$ cat config.mk
export PLATFORM = sky130hd
export DESIGN_NAME = dpb_div
export DESIGN_NICKNAME = d
export VERILOG_FILES = /design/src/rtl/assert_macros.svh /design/src/rtl/dpb_div.sv
export SDC_FILE = /design/constraint.sdc
export NUM_CORES = 2
export LEC_CHECK = 0
export BUFFER_PORTS_ARGS = -buffer_cell sky130_fd_sc_hd__buf_2
export CORE_ASPECT_RATIO = 1.2
export CORE_MARGIN = 2
export CORE_UTILIZATION = 58
export CTS_CLUSTER_SIZE = 12
export DETAILED_ROUTE_END_ITERATION = 12
export PLACE_DENSITY = 0.77
export RECOVER_POWER = 25
export SLEW_MARGIN = 20
export SYNTH_ARGS = -nofsm -noshare
export SYNTH_HDL_FRONTEND = slang
export SYNTH_SLANG_ARGS = --single-unit
export TNS_END_PERCENT = 10
$ cat constraint.sdc
create_clock -name clk -period 5.6 [get_ports clk]
set_input_delay 1.68 -clock clk [delete_from_list [all_inputs] [get_ports clk]]
set_output_delay 1.68 -clock clk [all_outputs]
set_load 0.05 [all_outputs]
$ cat src/rtl/assert_macros.svh
// Assertion helpers used by the RTL.
`ifndef ASSERT_MACROS_SVH
`define ASSERT_MACROS_SVH

`ifndef SYNTHESIS
`define DPB_ASSERT(lbl, clk, rst, prop) \
  lbl: assert property (@(posedge clk) disable iff (rst) prop) \
    else $error("assertion failed");
`define DPB_ASSERT_NEXT(lbl, clk, rst, cond, prop) \
  lbl: assert property (@(posedge clk) disable iff (rst) (cond) |=> (prop)) \
    else $error("assertion failed");
`else
`define DPB_ASSERT(lbl, clk, rst, prop)
`define DPB_ASSERT_NEXT(lbl, clk, rst, cond, prop)
`endif

`endif

$ cat src/rtl/dpb_div.sv
// Pipelined restoring divider, one quotient bit per stage.
// Stages advance only on en. ovf set when the quotient needs more than QW bits.
module dpb_div #(
  parameter int NW = 53,
  parameter int DW = 35,
  parameter int QW = 32
) (
  input  logic          clk,
  input  logic          en,
  input  logic [NW-1:0] num,
  input  logic [DW-1:0] den,
  output logic [QW-1:0] quo,
  output logic          ovf
);

  localparam int HW = NW - QW;

  logic [HW-1:0] hi;
  logic [DW-1:0] rem  [QW+1];
  logic [QW-1:0] lo   [QW+1];
  logic [QW-1:0] q    [QW+1];
  logic          ov   [QW+1];

  assign hi = num[NW-1:QW];

  always_ff @(posedge clk) begin
    if (en) begin
      ov[0]  <= ({{DW{1'b0}}, hi} >= {{HW{1'b0}}, den});
      rem[0] <= DW'(hi);
      lo[0]  <= num[QW-1:0];
      q[0]   <= '0;
    end
  end

  for (genvar k = 1; k <= QW; k++) begin : g_stage
    logic [DW:0] t;
    logic        ge;
    assign t  = {rem[k-1], lo[k-1][QW-1]};
    assign ge = (t >= {1'b0, den});
    always_ff @(posedge clk) begin
      if (en) begin
        rem[k] <= ge ? DW'(t - {1'b0, den}) : DW'(t);
        lo[k]  <= {lo[k-1][QW-2:0], 1'b0};
        q[k]   <= {q[k-1][QW-2:0], ge};
        ov[k]  <= ov[k-1];
      end
    end
  end

  assign quo = q[QW];
  assign ovf = ov[QW];

endmodule

==> results.sh <==
export IMPL_insertion_delay_ps=920
export IMPL_cts_resized=0
export IMPL_routed_via_density=6.26
export IMPL_finalSetupViolCount=0
export IMPL_antenna_found_initial=15
export IMPL_clk_pin_slew_ps=60
export IMPL_hold_buffers=0
export IMPL_nets=14159
export IMPL_drive_gt1_frac=0.159
export IMPL_required_ps=6080
export IMPL_syn2layout_area_growth_pct=15.1
export IMPL_hold_path_class="reg2reg"
export IMPL_worstPathArrival_ps=5630
export IMPL_die_w_um=440
export IMPL_switchingPower_w=0.0368
export IMPL_pwr_share_comb=0.533
export IMPL_grt_use_total=0.333
export IMPL_rsz0062_at_grt="false"
export IMPL_die_h_um=528
export IMPL_p_clk_frac=0.154
export IMPL_slowest_stage="clkbuf_1"
export IMPL_cts_setup_buffers=0
export IMPL_period_needed_ps=5150
export IMPL_dieArea_um2=232000
export IMPL_final_cell_mix="2195 x edfxtp_1, 1134 x a21oi_1, 1125 x ha_1"
export IMPL_yosys_register_bits=2195
export IMPL_tns_ps=0
export IMPL_syn_cell_area_um2=133000
export IMPL_violations="capacitance limit, slew limit"
export IMPL_maxCapViolations=1
export IMPL_synth_edf_count=2195
export IMPL_syn_area_per_cell_um2=11.2
export IMPL_routed_wl_um=396000
export IMPL_netlist_cell_type_count=89
export IMPL_remaining_drc_errors=0
export IMPL_synth_flop_cell="edfxtp_1"
export IMPL_yosysWarnings=0
export IMPL_slew_headroom=-1.45
export IMPL_grt_max_degree=145
export IMPL_path_cells="clkbuf_1, buf_16, buf_12"
export IMPL_h_tree_depth=4
export IMPL_cts_root_buf="clkbuf_16"
export IMPL_power_density_nw_per_um2=616
export IMPL_port_buffers=122
export IMPL_slew_viol_final=33
export IMPL_async_flop_share=0
export IMPL_netSwitchingFraction=0.392
export IMPL_drtAntennaViolNets=0
export IMPL_vias=100398
export IMPL_row_count=192
export IMPL_ir_drop_uv=359
export IMPL_start_kind="input pin"
export IMPL_seqPwrFrac=0.313
export IMPL_p_int_w=0.0571
export IMPL_path_delay_family="buffers and inverters"
export IMPL_final_common_cell="edfxtp_1"
export IMPL_clock_sink_count=2195
export IMPL_syn_instance_count=11789
export IMPL_wire_per_inst_um=24.7
export IMPL_n_fill_cell=16946
export IMPL_post_route_util=0.670
export IMPL_ctsLongestPathBuffers=4
export IMPL_initial_core_util=0.582
export IMPL_post_route_period_util=0.919
export IMPL_grt_pass1_vias=99171
export IMPL_ys_seq_area_frac=0.497
export IMPL_cts_tree="built"
export IMPL_grt_pass1_wl_um=589000
export IMPL_critPathMaxStageDelay_ps=2490
export IMPL_end_kind="flip-flop"
export IMPL_cts_buffers=234
export IMPL_ios=123
export IMPL_core_area_um2=228000
export IMPL_grt_overflow=0
export IMPL_skew_ps=67.1
export IMPL_worst_pin_slew_ps=3680
export IMPL_max_freq_ghz=0.194
export IMPL_timing_critical_path_buf_inv=3
export IMPL_dr_pass1_iters=8
export IMPL_finalHoldViolCount=0
export IMPL_status="finished with violations"
export IMPL_crit_fanout=134
export IMPL_p_leak_nw=62.0
export IMPL_crit_type="in2reg"
export IMPL_syn_nets=13038
export IMPL_gp_congestion=1.00
export IMPL_drtIter0Drc=8955
export IMPL_dp_hpwl_um=296000
==> per-stage QoR <==
| step | total power (W) | instance area [um2] | worst slack, ps | hold WS [ps] | std cells |
|---|---|---|---|---|---|
| 2_1_floorplan | 0.0614 | 133000 | -65.7 | 400 | 11789 |
| 3_3_place_gp | 0.0775 | 146000 | -292 | 400 | 15680 |
| 3_5_place_dp | 0.0785 | 146000 | -312 | 405 | 15680 |
| 4_1_cts | 0.0936 | 153000 | 632 | 368 | 16036 |
| 5_1_grt | 0.0998 | 153000 | 394 | 372 | 16039 |
| 6_report | 0.0940 | 153000 | 453 | 377 | 16044 |
==> power groups by stage <==
stage | logic [W] | registers [W] | clock network, W
after floorplan | 0.0342 | 0.0272 | 0
after global placement | 0.0479 | 0.0296 | 0
after detailed placement | 0.0489 | 0.0295 | 0
after CTS | 0.0495 | 0.0293 | 0.0147
after global routing | 0.0549 | 0.0297 | 0.0153
final | 0.0500 | 0.0294 | 0.0145
==> layer usage <==
layer  up-vias  share of wire  global-route usage
li1      47092              -                   -
met1     48423           0.39               0.408
met2      3777           0.47               0.554
met3      1096          0.065              0.0457
met4        10          0.075               0.211
met5         -        0.00028                   0
==> final cells by class <==
| type | count | area [um2] | share of cell area |
|---|---|---|---|
| clock buffer | 270 | 6030 | 0.0395 |
| clock inverter | 86 | 806 | 0.00528 |
| inverter | 335 | 1300 | 0.00851 |
| tap | 3007 | 3760 | 0.0247 |
| sequential | 2195 | 65900 | 0.432 |
| multi-input combinational | 8936 | 64400 | 0.422 |
| antenna | 7 | 17.5 | 0.000115 |
| timing repair buffer | 1208 | 10400 | 0.0682 |
==> logic make-up after synthesis <==
group	synth area share
simple gates	0.0992
buf+inv	0.0190
fa+ha+maj	0.111
xor+xnor	0.0615
mux	0.0418
flops	0.497
compound gates	0.170
==> flip-flops by register name, indices dropped and copies added (netlist names) <==
name	cells
lo	528
q	528
rem	1106
ov	33
==> worst paths after layout <==
kind | cells past startpoint | end | slack (ps) | start
worst min register to register | 0 | lo[0][148] | 380 | lo[0][115]
worst max-delay path | 3 | lo[0][214] | 450 | en
worst min-delay path | 0 | lo[0][148] | 380 | lo[0][115]
worst max register to register | 14 | rem[0][773] | 1060 | lo[0][703]
==> synthesized netlist by cell type, drive strengths merged, types with 31 or more instances <==
cell / number / area (um2)
edfxtp: 2195 / 65900
a21oi: 1137 / 5690
ha: 1128 / 14100
nand2: 884 / 3320
o21ai: 883 / 4420
nor2: 660 / 2480
a21o: 597 / 4480
xnor2: 541 / 4740
mux2: 452 / 5190
xor2: 390 / 3420
inv: 334 / 1250
clkbuf: 277 / 1040
nand3: 211 / 1060
nor2b: 180 / 1130
nand4: 173 / 1080
nand2b: 151 / 945
o21a: 145 / 1090
and3: 124 / 776
o21bai: 120 / 901
a31oi: 113 / 707
nor3: 102 / 510
a211oi: 86 / 656
o31ai: 61 / 458
o211ai: 56 / 420
and2: 55 / 344
buf: 46 / 221
a211o: 44 / 385
a21boi: 39 / 293
mux2i: 35 / 350
and4: 34 / 298
nor4: 34 / 213
o31a: 32 / 280
or2: 32 / 200
fa: 31 / 621
==> worst reg2reg max path, cell delays in order (launching register included) <==
cell,delay (ps)
edfxtp_1,510
inv_1,120
ha_1,180
fa_1,220
nor2b_1,60
o31a_1,280
o31ai_1,590
a211oi_1,220
a2111oi_2,430
o21a_1,200
o21a_1,150
a21oi_1,80
or4_2,710
buf_12,220
mux2_2,310
(Power assumes the default switching activity.)
